## src/sv/csb_pkg.sv

```systemverilog
package csb_pkg;

  localparam int DEST_WIDTH_DEF  = 1024;
  localparam int DEST_HEIGHT_DEF = 1024;

  localparam int ADDR_W  = 5;
  localparam int DATA_W  = 32;
  localparam int EDGE_W  = 11;
  localparam int ORG_W   = 12;
  localparam int ALPHA_W = 9;
  localparam int COL_W   = 10;
  localparam int ROW_W   = 11;
  localparam int RGB_W   = 24;
  localparam int DADDR_W = 20;
  // signed working width for destination coordinates
  localparam int POS_W   = 14;

  typedef enum logic [2:0] {
    REG_CLIP_LEFT,
    REG_CLIP_TOP,
    REG_CLIP_RIGHT,
    REG_CLIP_BOTTOM,
    REG_SPRITE_WIDTH,
    REG_ORIGIN_X,
    REG_ORIGIN_Y,
    REG_ALPHA
  } reg_idx_t;

  localparam logic [EDGE_W-1:0]  CLIP_RIGHT_RST   = EDGE_W'(1024);
  localparam logic [EDGE_W-1:0]  CLIP_BOTTOM_RST  = EDGE_W'(1024);
  localparam logic [EDGE_W-1:0]  SPRITE_WIDTH_RST = EDGE_W'(1);
  localparam logic [ALPHA_W-1:0] ALPHA_FULL       = ALPHA_W'(256);

  typedef struct packed {
    logic [EDGE_W-1:0]         clip_left;
    logic [EDGE_W-1:0]         clip_top;
    logic [EDGE_W-1:0]         clip_right;
    logic [EDGE_W-1:0]         clip_bottom;
    logic [EDGE_W-1:0]         sprite_width;
    logic signed [ORG_W-1:0]   origin_x;
    logic signed [ORG_W-1:0]   origin_y;
    logic [ALPHA_W-1:0]        alpha;
  } cfg_t;

  typedef struct packed {
    logic               hit;
    logic [DADDR_W-1:0] addr;
  } clip_res_t;

endpackage

```

## src/sv/csb_cfg.sv

```systemverilog
module csb_cfg (
  input  logic                        clk,
  input  logic                        rst,
  input  logic                        psel,
  input  logic                        penable,
  input  logic                        pwrite,
  input  logic [csb_pkg::ADDR_W-1:0]  paddr,
  input  logic [csb_pkg::DATA_W-1:0]  pwdata,
  output logic [csb_pkg::DATA_W-1:0]  prdata,
  output logic                        pready,
  output csb_pkg::cfg_t               cfg
);
  import csb_pkg::*;

  cfg_t     cfg_next;
  reg_idx_t idx;
  logic     wr;

  assign pready = 1'b1;
  assign idx    = reg_idx_t'(paddr[ADDR_W-1:2]);
  assign wr     = psel && penable && pwrite;

  always_comb begin
    cfg_next = cfg;
    if (wr) begin
      case (idx)
        REG_CLIP_LEFT:    cfg_next.clip_left    = pwdata[EDGE_W-1:0];
        REG_CLIP_TOP:     cfg_next.clip_top     = pwdata[EDGE_W-1:0];
        REG_CLIP_RIGHT:   cfg_next.clip_right   = pwdata[EDGE_W-1:0];
        REG_CLIP_BOTTOM:  cfg_next.clip_bottom  = pwdata[EDGE_W-1:0];
        REG_SPRITE_WIDTH: cfg_next.sprite_width = pwdata[EDGE_W-1:0];
        REG_ORIGIN_X:     cfg_next.origin_x     = $signed(pwdata[ORG_W-1:0]);
        REG_ORIGIN_Y:     cfg_next.origin_y     = $signed(pwdata[ORG_W-1:0]);
        REG_ALPHA:        cfg_next.alpha        = pwdata[ALPHA_W-1:0];
        default:          cfg_next = cfg;
      endcase
    end
  end

  always_ff @(posedge clk) begin
    if (rst) begin
      cfg.clip_left    <= '0;
      cfg.clip_top     <= '0;
      cfg.clip_right   <= CLIP_RIGHT_RST;
      cfg.clip_bottom  <= CLIP_BOTTOM_RST;
      cfg.sprite_width <= SPRITE_WIDTH_RST;
      cfg.origin_x     <= '0;
      cfg.origin_y     <= '0;
      cfg.alpha        <= ALPHA_FULL;
    end else begin
      cfg <= cfg_next;
    end
  end

  always_comb begin
    case (idx)
      REG_CLIP_LEFT:    prdata = DATA_W'(cfg.clip_left);
      REG_CLIP_TOP:     prdata = DATA_W'(cfg.clip_top);
      REG_CLIP_RIGHT:   prdata = DATA_W'(cfg.clip_right);
      REG_CLIP_BOTTOM:  prdata = DATA_W'(cfg.clip_bottom);
      REG_SPRITE_WIDTH: prdata = DATA_W'(cfg.sprite_width);
      REG_ORIGIN_X:     prdata = DATA_W'($unsigned(cfg.origin_x));
      REG_ORIGIN_Y:     prdata = DATA_W'($unsigned(cfg.origin_y));
      REG_ALPHA:        prdata = DATA_W'(cfg.alpha);
      default:          prdata = '0;
    endcase
  end

endmodule

```

## src/sv/csb_walk.sv

```systemverilog
module csb_walk (
  input  logic                        clk,
  input  logic                        rst,
  input  logic                        advance,
  input  logic                        last_pixel,
  input  logic [csb_pkg::EDGE_W-1:0]  sprite_width,
  output logic [csb_pkg::COL_W-1:0]   col,
  output logic [csb_pkg::ROW_W-1:0]   row
);
  import csb_pkg::*;

  logic [COL_W-1:0] col_next;
  logic [ROW_W-1:0] row_next;
  logic [COL_W:0]   col_inc;
  logic             wrap;

  assign col_inc = {1'b0, col} + (COL_W+1)'(1);
  // width 0 behaves as width 1, which this compare gives for free
  assign wrap    = EDGE_W'(col_inc) >= sprite_width;

  always_comb begin
    col_next = col;
    row_next = row;
    if (advance) begin
      if (last_pixel) begin
        col_next = '0;
        row_next = '0;
      end else if (wrap) begin
        col_next = '0;
        row_next = row + ROW_W'(1);
      end else begin
        col_next = col_inc[COL_W-1:0];
      end
    end
  end

  always_ff @(posedge clk) begin
    if (rst) begin
      col <= '0;
      row <= '0;
    end else begin
      col <= col_next;
      row <= row_next;
    end
  end

endmodule

```

## src/sv/csb_clip.sv

```systemverilog
module csb_clip #(
  parameter int DEST_WIDTH  = csb_pkg::DEST_WIDTH_DEF,
  parameter int DEST_HEIGHT = csb_pkg::DEST_HEIGHT_DEF
) (
  input  csb_pkg::cfg_t               cfg,
  input  logic [csb_pkg::COL_W-1:0]   col,
  input  logic [csb_pkg::ROW_W-1:0]   row,
  input  logic                        opaque,
  output csb_pkg::clip_res_t          res
);
  import csb_pkg::*;

  logic signed [POS_W-1:0] x;
  logic signed [POS_W-1:0] y;
  logic                    in_x;
  logic                    in_y;
  logic [31:0]             row_base;

  assign x = POS_W'($signed(cfg.origin_x)) + $signed(POS_W'(col));
  assign y = POS_W'($signed(cfg.origin_y)) + $signed(POS_W'(row));

  // clip edges are never negative, so a negative coordinate fails the low test
  assign in_x = (x >= $signed(POS_W'(cfg.clip_left)))
             && (x <  $signed(POS_W'(cfg.clip_right)))
             && (x <  $signed(POS_W'(DEST_WIDTH)));
  assign in_y = (y >= $signed(POS_W'(cfg.clip_top)))
             && (y <  $signed(POS_W'(cfg.clip_bottom)))
             && (y <  $signed(POS_W'(DEST_HEIGHT)));

  assign row_base = 32'(y[EDGE_W-1:0]) * 32'(DEST_WIDTH);

  assign res.hit  = opaque && in_x && in_y;
  assign res.addr = row_base[DADDR_W-1:0] + DADDR_W'(x[EDGE_W-1:0]);

endmodule

```

## src/sv/csb_blend.sv

```systemverilog
module csb_blend (
  input  logic [csb_pkg::ALPHA_W-1:0] alpha,
  input  logic [csb_pkg::RGB_W-1:0]   src,
  input  logic [csb_pkg::RGB_W-1:0]   dst,
  output logic [csb_pkg::RGB_W-1:0]   mix
);
  import csb_pkg::*;

  logic [ALPHA_W-1:0] a;
  logic [ALPHA_W-1:0] inv;
  logic [16:0]        acc [3];

  // saturate anything at or above full weight to a plain copy
  assign a   = alpha[ALPHA_W-1] ? ALPHA_FULL : alpha;
  assign inv = ALPHA_FULL - a;

  always_comb begin
    for (int c = 0; c < 3; c++) begin
      acc[c] = 17'(src[c*8 +: 8]) * 17'(a) + 17'(dst[c*8 +: 8]) * 17'(inv);
      mix[c*8 +: 8] = acc[c][15:8];
    end
  end

endmodule

```

## src/sv/clipped_alpha_sprite_blit.sv

```systemverilog
// Sprite blitter: takes sprite pixels in raster order with the frame-buffer
// colour at each destination, and emits a write beat (address, blended
// colour) for each opaque pixel inside the clip window and the frame buffer.
// Transparent or clipped pixels produce no beat but still advance the
// column/row walk; last_pixel restarts it. One pixel is accepted every clock
// while in_stall is low; a pixel's beat passes through an input stage and an
// output register. in_stall rises only while both stages are full and the
// output is stalled. Registers must be written over the APB port only while
// no pixel is in flight; the block itself does not enforce this.
module clipped_alpha_sprite_blit #(
  parameter int DEST_WIDTH  = csb_pkg::DEST_WIDTH_DEF,
  parameter int DEST_HEIGHT = csb_pkg::DEST_HEIGHT_DEF
) (
  input  logic                         clk,
  input  logic                         rst,
  input  logic                         psel,
  input  logic                         penable,
  input  logic                         pwrite,
  input  logic [csb_pkg::ADDR_W-1:0]   paddr,
  input  logic [csb_pkg::DATA_W-1:0]   pwdata,
  output logic [csb_pkg::DATA_W-1:0]   prdata,
  output logic                         pready,
  input  logic                         in_valid,
  output logic                         in_stall,
  input  logic [csb_pkg::RGB_W-1:0]    src_rgb,
  input  logic [csb_pkg::RGB_W-1:0]    dst_rgb,
  input  logic                         last_pixel,
  output logic                         out_valid,
  input  logic                         out_stall,
  output logic [csb_pkg::DADDR_W-1:0]  dest_address,
  output logic [csb_pkg::RGB_W-1:0]    colour
);
  import csb_pkg::*;

  cfg_t             cfg;
  logic [COL_W-1:0] col;
  logic [ROW_W-1:0] row;
  logic             in_acc;
  logic             out_free;

  logic             s1_valid;
  logic [RGB_W-1:0] s1_src;
  logic [RGB_W-1:0] s1_dst;
  logic [COL_W-1:0] s1_col;
  logic [ROW_W-1:0] s1_row;

  clip_res_t        clip;
  logic [RGB_W-1:0] mix;

  csb_cfg u_cfg (
    .clk     (clk),
    .rst     (rst),
    .psel    (psel),
    .penable (penable),
    .pwrite  (pwrite),
    .paddr   (paddr),
    .pwdata  (pwdata),
    .prdata  (prdata),
    .pready  (pready),
    .cfg     (cfg)
  );

  assign out_free = !out_valid || !out_stall;
  assign in_stall = s1_valid && !out_free;
  assign in_acc   = in_valid && !in_stall;

  csb_walk u_walk (
    .clk          (clk),
    .rst          (rst),
    .advance      (in_acc),
    .last_pixel   (last_pixel),
    .sprite_width (cfg.sprite_width),
    .col          (col),
    .row          (row)
  );

  always_ff @(posedge clk) begin
    if (rst) begin
      s1_valid <= 1'b0;
    end else begin
      s1_valid <= in_acc || (s1_valid && !out_free);
    end
  end

  always_ff @(posedge clk) begin
    if (in_acc) begin
      s1_src <= src_rgb;
      s1_dst <= dst_rgb;
      s1_col <= col;
      s1_row <= row;
    end
  end

  csb_clip #(
    .DEST_WIDTH  (DEST_WIDTH),
    .DEST_HEIGHT (DEST_HEIGHT)
  ) u_clip (
    .cfg    (cfg),
    .col    (s1_col),
    .row    (s1_row),
    .opaque (|s1_src),
    .res    (clip)
  );

  csb_blend u_blend (
    .alpha (cfg.alpha),
    .src   (s1_src),
    .dst   (s1_dst),
    .mix   (mix)
  );

  // drop pixels that miss; the stage still drains as a bubble
  always_ff @(posedge clk) begin
    if (rst) begin
      out_valid <= 1'b0;
    end else if (out_free) begin
      out_valid <= s1_valid && clip.hit;
    end
  end

  always_ff @(posedge clk) begin
    if (out_free && s1_valid && clip.hit) begin
      dest_address <= clip.addr;
      colour       <= mix;
    end
  end

endmodule

```

## config.mk

```make
export PLATFORM = sky130hd
export DESIGN_NAME = clipped_alpha_sprite_blit
export DESIGN_NICKNAME = d
export VERILOG_FILES = /design/src/sv/csb_pkg.sv /design/src/sv/csb_cfg.sv /design/src/sv/csb_walk.sv /design/src/sv/csb_clip.sv /design/src/sv/csb_blend.sv /design/src/sv/clipped_alpha_sprite_blit.sv
export SDC_FILE = /design/constraint.sdc
export NUM_CORES = 1
export LEC_CHECK = 0
export BUFFER_PORTS_ARGS = -buffer_cell sky130_fd_sc_hd__buf_2
export CORE_AREA = 2 2 217 219
export CTS_BUF_LIST = sky130_fd_sc_hd__clkbuf_8
export DETAILED_ROUTE_END_ITERATION = 7
export DIE_AREA = 0 0 219 221
export GPL_TIMING_DRIVEN = 0
export PLACE_DENSITY = 0.71
export RECOVER_POWER = 25
export SKIP_CTS_REPAIR_TIMING = 1
export SLEW_MARGIN = 25
export SYNTH_ARGS = -nofsm -noshare
export SYNTH_HDL_FRONTEND = slang
export SYNTH_HIERARCHICAL = 1
export SYNTH_SLANG_ARGS = --single-unit
```

## constraint.sdc

```tcl
create_clock -name clk -period 15.16 [get_ports clk]
set_input_delay 1.516 -clock clk [delete_from_list [all_inputs] [get_ports clk]]
set_output_delay 1.516 -clock clk [all_outputs]
set_load 0.02 [all_outputs]
```

; ---- Word-level counts from Yosys, hierarchy flattened
; Index checks and enable logic that the tools add are counted.
[op_classes]
n_addsub = 9
mul = 6
n_div = 0
n_lt_le_gt_ge = 7
eq_ne = 7
n_shift = 0
mux = 6
n_bitwise = 0
reduce_logical = 31
[op_table]
columns = op, count
row1 = 32-bit case mux with 8 select lines, 1
row2 = 8-bit by 9-bit multiplier with 16-bit output, 6
row3 = 16-bit adder, 3
row4 = 14-bit by 12-bit >= comparator with 1-bit output, 2
row5 = 14-bit by 12-bit < comparator with 1-bit output, 2
row6 = 14-bit by 12-bit < comparator with 1-bit output (second input constant), 2
row7 = 24-bit OR reduction, 1
row8 = 11-bit 2-to-1 mux, 2
row9 = 20-bit by 11-bit adder with 20-bit output, 1
row10 = 10-bit 2-to-1 mux, 2
row11 = 2-bit AND reduction, 9
row12 = 12-bit by 11-bit adder with 13-bit output, 1
row13 = 12-bit by 12-bit adder with 13-bit output, 1
row14 = 1-bit logical AND, 13
row15 = 3-bit == test (second input constant), 4
row16 = 10-bit by 1-bit adder with 11-bit output (second input constant), 1
row17 = 11-bit by 1-bit adder with 11-bit output (second input constant), 1
row18 = 11-bit >= comparator, 1
row19 = 9-bit 2-to-1 mux, 1
row20 = 9-bit subtractor (first input constant), 1
row21 = 3-bit by 2-bit == test with 1-bit output (second input constant), 2
row22 = 1-bit logical NOT, 4
row23 = 3-bit by 1-bit == test with 1-bit output (second input constant), 1
row24 = 3-bit logical NOT, 1
row25 = other kinds (2), 3
[totals]
reg_bits = 224
latchBits = 0
ramBits = 0
mem_bits_ro = 0
mem_count = 0

; ---- Depth between registers and ports, before layout
; Gate-level depths: netlist of the first run.
[depth]
depth_word = 7
depth_mapped = 28
ltp_nobuf = 25

; ---- Modules after synthesis
; The synthesis of the first run kept the hierarchy.
[modules_own_cells]
columns = module, instances, cells_per_inst, area_each_um2
row1 = csb_blend, 1, 1546, 13619.3
row2 = csb_cfg, 1, 509, 4162.7
row3 = clipped_alpha_sprite_blit, 1, 131, 3522.1
row4 = csb_clip, 1, 294, 2224.6
row5 = csb_walk, 1, 171, 1446.4

; ---- Least setup slack after synthesis of the first run
; OpenSTA, ideal clock, no wires.
[synth_timing]
kind = reg2reg
start = reg, netlist name u_cfg/cfg[8]
end = reg colour[7] in the netlist's numbering, data pin
setup_ps = 260
arrival_ps = 6491
required_time_ps = 14900
setup_slack_ps = 8408
path_stages_with_launch = 26
path_buffers = 3
period_less_slack_ps = 6752
cell_sequence = dfxtp_1 buf_4 nor2b_1 clkbuf_1 inv_1 ha_1 inv_1 a2bb2oi_1 clkbuf_1 nand2_1 fa_1 fa_1 inv_1 fa_1 fa_1 fa_1 inv_1 fa_1 inv_1 ha_1 and3_1 and3_1 a221o_1 a41o_1 a31oi_1 xnor2_1
[synth_via]
elab_chain_len = 4
word_cells_on_any_way = 5
cone_classes = 2 x add/sub / 2 x mul / 1 x mux
[synth_rtl]
columns = item, line
row1 = 9-bit 2-to-1 mux (*), csb_blend.sv:14  ; assign a = alpha[ALPHA_W-1] ? ALPHA_FULL : alpha;
row2 = 9-bit subtractor, csb_blend.sv:15  ; assign inv = ALPHA_FULL - a;
row3 = 8-bit by 9-bit multiplier with 16-bit output, csb_blend.sv:19  ; acc[c] = 17'(src[c*8 +: 8]) * 17'(a) + 17'(dst[c*8 +: 8]) * 17'(inv);
row4 = 16-bit adder (*), csb_blend.sv:19
row5 = net mix[7], clipped_alpha_sprite_blit.sv:48  ; logic [RGB_W-1:0] mix;
row6 = to (signal assigned), clipped_alpha_sprite_blit.sv:124  ; colour <= mix;
row7 = to (decl), clipped_alpha_sprite_blit.sv:31  ; output logic [csb_pkg::RGB_W-1:0] colour
; The timed path passes the listed nets; every way through them passes the cells marked *.
; A chain may end at the register's enable or synchronous reset.

; ---- Worst setup path in the final report of the first run
[layout_timing]
start = reg, netlist name u_cfg/cfg[8]
end = reg colour[7] in the netlist's numbering, data pin
[layout_via]
elab_chain_len = 4
word_cells_on_any_way = 5
cone_classes = 2 x add/sub / 2 x mul / 1 x mux
[layout_rtl]
columns = item, line
row1 = 9-bit 2-to-1 mux (*), csb_blend.sv:14
row2 = 9-bit subtractor, csb_blend.sv:15
row3 = 8-bit by 9-bit multiplier with 16-bit output, csb_blend.sv:19
row4 = 16-bit adder (*), csb_blend.sv:19
row5 = net mix[7], clipped_alpha_sprite_blit.sv:48
; Marked as above.

==> results.yml, run 1 <==
global_route:
  grt.total_usage_pct: 30.2
  antenna_found_initial: 0
  grt_pass1_wl_um: 111000
  grt_max_degree: 24
  grt_pass1_vias: 20300
  overflow: 0
layout:
  drive_above_1_share_pct: 9.02
  fin_nets: 3505
  fin_util_pct: 59.5
  layout_commonest_cell: "inv_1"
  syn_to_final_growth_pct: 9.68
  fin_cells: 3480
  final_cell_mix: "inv_1 (485), fa_1 (320), nand2_1 (283)"
critical_path:
  reg2reg_slack_ns: 6.33
  path_cells: "buf_4 -> nor2b_1 -> clkbuf_1 -> inv_1 -> ha_1 -> xnor2_1 -> clkbuf_1 -> nand2_1 -> fa_1 -> fa_1 -> inv_1 -> fa_1 -> fa_1 -> fa_1 -> inv_1 -> fa_1 -> inv_1 -> ha_1 -> and3_1 -> and3_1 -> a221o_1 -> a41o_1 -> a31oi_1 -> xnor2_1"
  reg2reg_depth: 24
  critical_path.slowest_cell: "xnor2_1"
  worstReg2RegEnd: "colour[7]"
  critPathLaunchType: "register"
  critPathMaxFanout: 10
  critPathTopFamily: "adder cells"
  required_ns: 15.54
  max_stage_delay_ns: 0.88
  crit_top_cell: "fa_1"
  cp_num_buf_inv: 7
  crit_type: "reg -> reg"
  crit_arrival_ns: 9.21
  end_kind: "register"
  reg2reg_from: "u_cfg/cfg[8]"
timing:
  finalSetupViolations: 0
  fmax_ghz: 0.113
  fin_crit_sh_pct: 58.2
  worst_slew_pin_slew_ns: 1.57
  fin_tns_setup_ns: 0
  clock_skew_ns: 0.0424
  max_slew_margin_pct: -4.62
  rsz0062_at_grt: "false"
  slew_viol_final: 24
  hold_viol_final: 0
  period_needed_ns: 8.83
logic_synthesis:
  synth.area.mux_share_pct: 2.00
  ys_types: 84
  synth-edff-count: 113
  synth_top_family_by_area: "adder cells"
  synth-adder-area-share_pct: 38.3
  synth_ff_type: "edfxtp_1"
  yosysWarnings: 6
  ys_async_sr_fraction_pct: 0
  synth_area_per_cell_um2: 9.42
  synth_compound_area_share_pct: 8.85
  ys_seq_elements: 224
  synth_area_um2: 25000
  synth-xor-area-share_pct: 2.84
  yosys.area_share.simple_pct: 15.7
  seq_area_frac_synth_pct: 22.5
  netlist_instances: 2651
clock_network:
  cts_max_level: 2
  clk_pin_slew_ns: 0.06
  cts_sinks: 224
  numCtsBuffers: 43
  clk_path_buf_depth: 3
  cts_root_buf: "clkbuf_8"
  cts_tree: "built"
  clock_latency_ns: 0.64
power_and_ir_drop:
  power.leakage_nw: 13.1
  ir_drop_mv: 0.0618
  design_power_total_w: 0.00149
  p_per_area_nw_per_um2: 54.2
floorplan:
  core_um2: 46100
  rows: 79
  dieArea_um2: 48400
  start_util_pct: 54.2
  die_w_um: 219
  die_height_um: 221
  io_pins: 172
route:
  first_iter_violations: 1376
  first_pass_iters: 6
  totalWireLength_um: 71600
  wl_per_cell_um: 20.6
  vias_per_cell: 5.58
  ant_nets: 0
  drc: 0
  dr_total_vias: 19400
hold_path:
  holdPathStages: 0
  hold_path.class: "reg -> reg"
  hp-start: "u_walk/row[10]"
  holdPathEnd: "s1_row[10]"
placed_design:
  port_buffers: 119
  dp.cells: 3401
  place_congestion: 1.04
  dp_hpwl_um: 57100
run_status:
  status: "complete, but fails checks"
  failed_checks: "capacitance limit, slew limit"
job:
  maxCapViolations: 1
-- per-stage QoR --
| step | setup slack (ns) | cell area [µm²] | hold WS [ns] |
|---|---|---|---|
| 2_1_floorplan | 8.41 | 25000 | 0.445 |
| 3_3_place_gp | 6.02 | 26400 | 0.463 |
| 3_5_place_dp | 6.50 | 26500 | 0.486 |
| 4_1_cts | 6.47 | 27400 | 0.503 |
| 5_1_grt | 6.14 | 27400 | 0.509 |
| 6_report | 6.33 | 27400 | 0.508 |
-- Yosys cell counts (6+ instances only) --
library cell	number	area, µm²
nor2b_1	42	263
nand3_1	23	115
clkbuf_1	76	285
mux2i_1	42	420
nor2_1	100	375
a21oi_1	108	541
nand4_1	9	56.3
nand2_1	283	1060
a211oi_1	6	45.0
o211ai_1	9	67.6
dfxtp_1	111	2220
edfxtp_1	113	3390
buf_2	18	90.1
nand3b_1	10	75.1
nor3_1	14	70.1
buf_4	28	210
nor4_1	10	62.6
and4_1	7	61.3
fa_1	320	6410
a31oi_1	9	56.3
buf_1	9	33.8
and3_1	11	68.8
inv_1	475	1780
a32o_1	7	70.1
mux2_2	7	78.8
a21o_1	20	150
or3_1	7	43.8
xnor2_1	62	543
and2_1	221	1380
nand2b_1	18	113
ha_1	253	3170
o21ai_0	89	445
xor2_1	19	166
o21a_1	7	52.6
a22o_1	12	105
a221oi_1	15	131
-- sequential cells by signal, indices dropped and copies added, names as in the netlist --
signal,flops
dest_address,20
u_walk/col,10
s1_col,10
s1_valid,1
u_walk/row,11
colour,24
s1_dst,24
out_valid,1
u_cfg/cfg,88
s1_row,11
s1_src,24
-- worst reg2reg max path: stages (launching register included) --
cell and delay (ns):
dfxtp_1 0.33, buf_4 0.17, nor2b_1 0.14, clkbuf_1 0.59
inv_1 0.16, ha_1 0.31, xnor2_1 0.88, clkbuf_1 0.61
nand2_1 0.18, fa_1 0.53, fa_1 0.50, inv_1 0.05
fa_1 0.47, fa_1 0.52, fa_1 0.54, inv_1 0.05
fa_1 0.53, inv_1 0.04, ha_1 0.31, and3_1 0.21
and3_1 0.19, a221o_1 0.41, a41o_1 0.36, a31oi_1 0.23
xnor2_1 0.26
-- worst max-delay path by stage --
stage	slack, ns	startpoint	end	depth (start not counted)
after global routing	6.14	u_cfg/cfg[8]	colour[15]	26
after floorplan	8.41	u_cfg/cfg[8]	colour[7]	25
after detailed placement	6.50	u_cfg/cfg[8]	colour[7]	24
final	6.33	u_cfg/cfg[8]	colour[7]	24
after CTS	6.47	u_cfg/cfg[8]	colour[7]	24
after global placement	6.02	s1_col[0]	colour[0]	18
-- routing by layer --
| metal | vias up | wire length, µm | GRT usage (%) |
|---|---|---|---|
| met1 | 9579 | 25800 | 34.0 |
| met2 | 766 | 36400 | 53.4 |
| met4 | 0 | 4760 | 18.0 |
| met3 | 230 | 4680 | 5.10 |
| li1 | 8836 | - | - |
| met5 | - | 0 | 0 |
-- final cells by class --
type                            instances  area (µm²)
Inverter                              477        1790
Multi-Input combinational cell       1836       17000
Tap cell                              607         759
Sequential cell                       224        5620
Timing Repair Buffer                  124         679
Antenna cell                            1        2.50
Clock buffer                           49         674
Clock inverter                         29         219
Buffer                                133         642
Fill cell                            4091       18700
-- report_power, final --
group          internal, W  total (W)  switching [W]
clock network     0.000349   0.000640       0.000290
logic            0.0000611   0.000168       0.000107
registers         0.000654   0.000677      0.0000239
total              0.00106    0.00149       0.000421
-- kinds of logic after synthesis --
kind of cell	after synthesis
xor gates and xnor gates	81
adders and majority gates	573
other	2
and+or+nand+nor	773
buffers and inverters	610
AOI/OAI and AO/OA	339
muxes	49
DFF	224
Power figures use the tool's default switching activity.
==> inputs of run 2 (changes only) <==
--- a/config.mk
+++ b/config.mk
@@ -11,7 +11,7 @@
 export DETAILED_ROUTE_END_ITERATION = 7
 export DIE_AREA = 0 0 219 221
 export GPL_TIMING_DRIVEN = 0
-export PLACE_DENSITY = 0.71
+export PLACE_DENSITY = 0.74
 export RECOVER_POWER = 25
 export SKIP_CTS_REPAIR_TIMING = 1
 export SLEW_MARGIN = 25
==> constraint.sdc (replaced) <==
create_clock -name clk -period 7.8 [get_ports clk]
set_input_delay 0.78 -clock clk [delete_from_list [all_inputs] [get_ports clk]]
set_output_delay 0.78 -clock clk [all_outputs]
set_load 0.02 [all_outputs]
==> results.yml, run 2 (synthesis gave the netlist of run 1 again) <==
timing:
  fin_hold_ws_ns: 0.308
  fin_crit_sh_pct: 98.0
  fmax_ghz: 0.131
  clock_skew_ns: 0.0434
  slew_viol_final: 0
  worst_slew_pin_slew_ns: 1.49
  period_needed_ns: 7.65
  finalSetupViolations: 0
  hold_viol_final: 0
  max_slew_margin_pct: 0.473
placed_design:
  port_buffers: 119
  place_congestion: 0.995
  dp.cells: 3401
  place_area_um2: 26600
  dp_hpwl_um: 58000
clock_network:
  clk_path_buf_depth: 3
  clk_pin_slew_ns: 0.06
  numCtsBuffers: 42
  cts_root_buf: "clkbuf_8"
  clock_latency_ns: 0.64
  cts_max_level: 2
  cts_sinks: 224
  cts_tree: "built"
critical_path:
  critical_path.slowest_cell: "nor2b_1"
  required_ns: 8.18
  reg2reg_slack_ns: 0.15
  cp_num_buf_inv: 5
  crit_arrival_ns: 8.02
  critPathTopFamily: "adder cells"
  max_stage_delay_ns: 0.95
  critPathMaxFanout: 10
  end_kind: "register"
  crit_top_cell: "fa_1"
  crit_type: "reg -> reg"
  critPathLaunchType: "register"
  path_cells: "buf_4 -> nor2b_1 -> clkbuf_1 -> nand2_1 -> fa_1 -> inv_1 -> fa_1 -> fa_1 -> fa_1 -> fa_1 -> inv_1 -> fa_1 -> inv_1 -> ha_1 -> and3_1 -> a221o_1 -> a41o_1 -> a21oi_1 -> xnor2_1"
layout:
  drive_above_1_share_pct: 9.95
  final_cell_mix: "inv_1 (484), fa_1 (320), nand2_1 (283)"
  regMostFlops: "u_cfg/cfg"
  fin_util_pct: 60.0
  fin_nets: 3508
  stdcell_area_um2: 27700
  syn_to_final_growth_pct: 10.7
  layout_commonest_cell: "inv_1"
  largest_reg_flops: 88
  fin_cells: 3483
route:
  dr_total_vias: 19500
  first_iter_violations: 1316
  totalWireLength_um: 73500
  wl_per_cell_um: 21.1
  first_pass_iters: 5
  vias_per_cell: 5.60
  drc: 0
  ant_nets: 0
floorplan:
  core_um2: 46100
  dieArea_um2: 48400
  rows: 79
  io_pins: 172
  start_util_pct: 54.2
  die_height_um: 221
  die_w_um: 219
global_route:
  grt_pass1_wl_um: 113000
  antenna_found_initial: 1
  grt_pass1_vias: 20600
  grt.total_usage_pct: 30.9
  overflow: 0
  grt_max_degree: 25
power_and_ir_drop:
  ir_drop_mv: 0.139
  power.leakage_nw: 13.2
  design_power_total_w: 0.00300
  p_per_area_nw_per_um2: 108
run_status:
  status: "complete, no violations"
job:
  maxCapViolations: 0
hold_path:
  hold_path.class: "in -> reg"
[run 2: cell types whose count changed in the layout (fill, tap and decap cells not counted), moves of 2 or more]
cell / change
buf_2: +3
buf_4: +6
buf_6: +2
bufinv_16: +4
clkbuf_1: -18
clkbuf_2: +7
clkbuf_4: +2
clkbuf_8: -4
inv_4: -2
inv_8: -2
xnor2_1: -2
[run 2: path summary, 6_finish.rpt]
check	startpoint	endpoint	cells past startpoint
min reg2reg	u_walk/row[10]	s1_row[10]	0
max reg2reg	u_cfg/cfg[8]	colour[6]	19
max	u_cfg/cfg[8]	colour[6]	19
min	src_rgb[2]	s1_src[2]	1
[run 2: per-layer routing]
metal	global-route usage, %	vias to the layer above	part of all wire, %
met3	5.48	207	6.2
met4	18.4	2	6.4
met5	0	-	0.012
li1	-	8863	-
met1	35.7	9677	37
met2	53.2	757	50
[run 2: cell type report]
cell class / instances / area, µm²
multi-input cells: 1836 / 17100
plain buffers: 132 / 676
clock inverters: 32 / 345
fillers: 3991 / 18400
inverters: 477 / 1790
clock buffers: 45 / 619
flip-flops and latches: 224 / 5620
repair buffers: 129 / 758
well taps: 607 / 759
diodes: 1 / 2.50
[run 2: report_power, final]
group          total, W  leakage (nW)  switching, W  internal, W
sequential      0.00132          1.98     0.0000505      0.00127
combinational  0.000333          10.7      0.000211     0.000122
clock           0.00134         0.522      0.000569     0.000776
[run 2: metrics by stage]
stage / setup WS, ns / TNS (ns)
4_1_cts: -0.869 / -9.16
6_report: 0.153 / 0
3_3_place_gp: -1.38 / -71.13
5_1_grt: -0.0236 / -0.0253
2_1_floorplan: 1.05 / 0
3_5_place_dp: -0.841 / -9.04
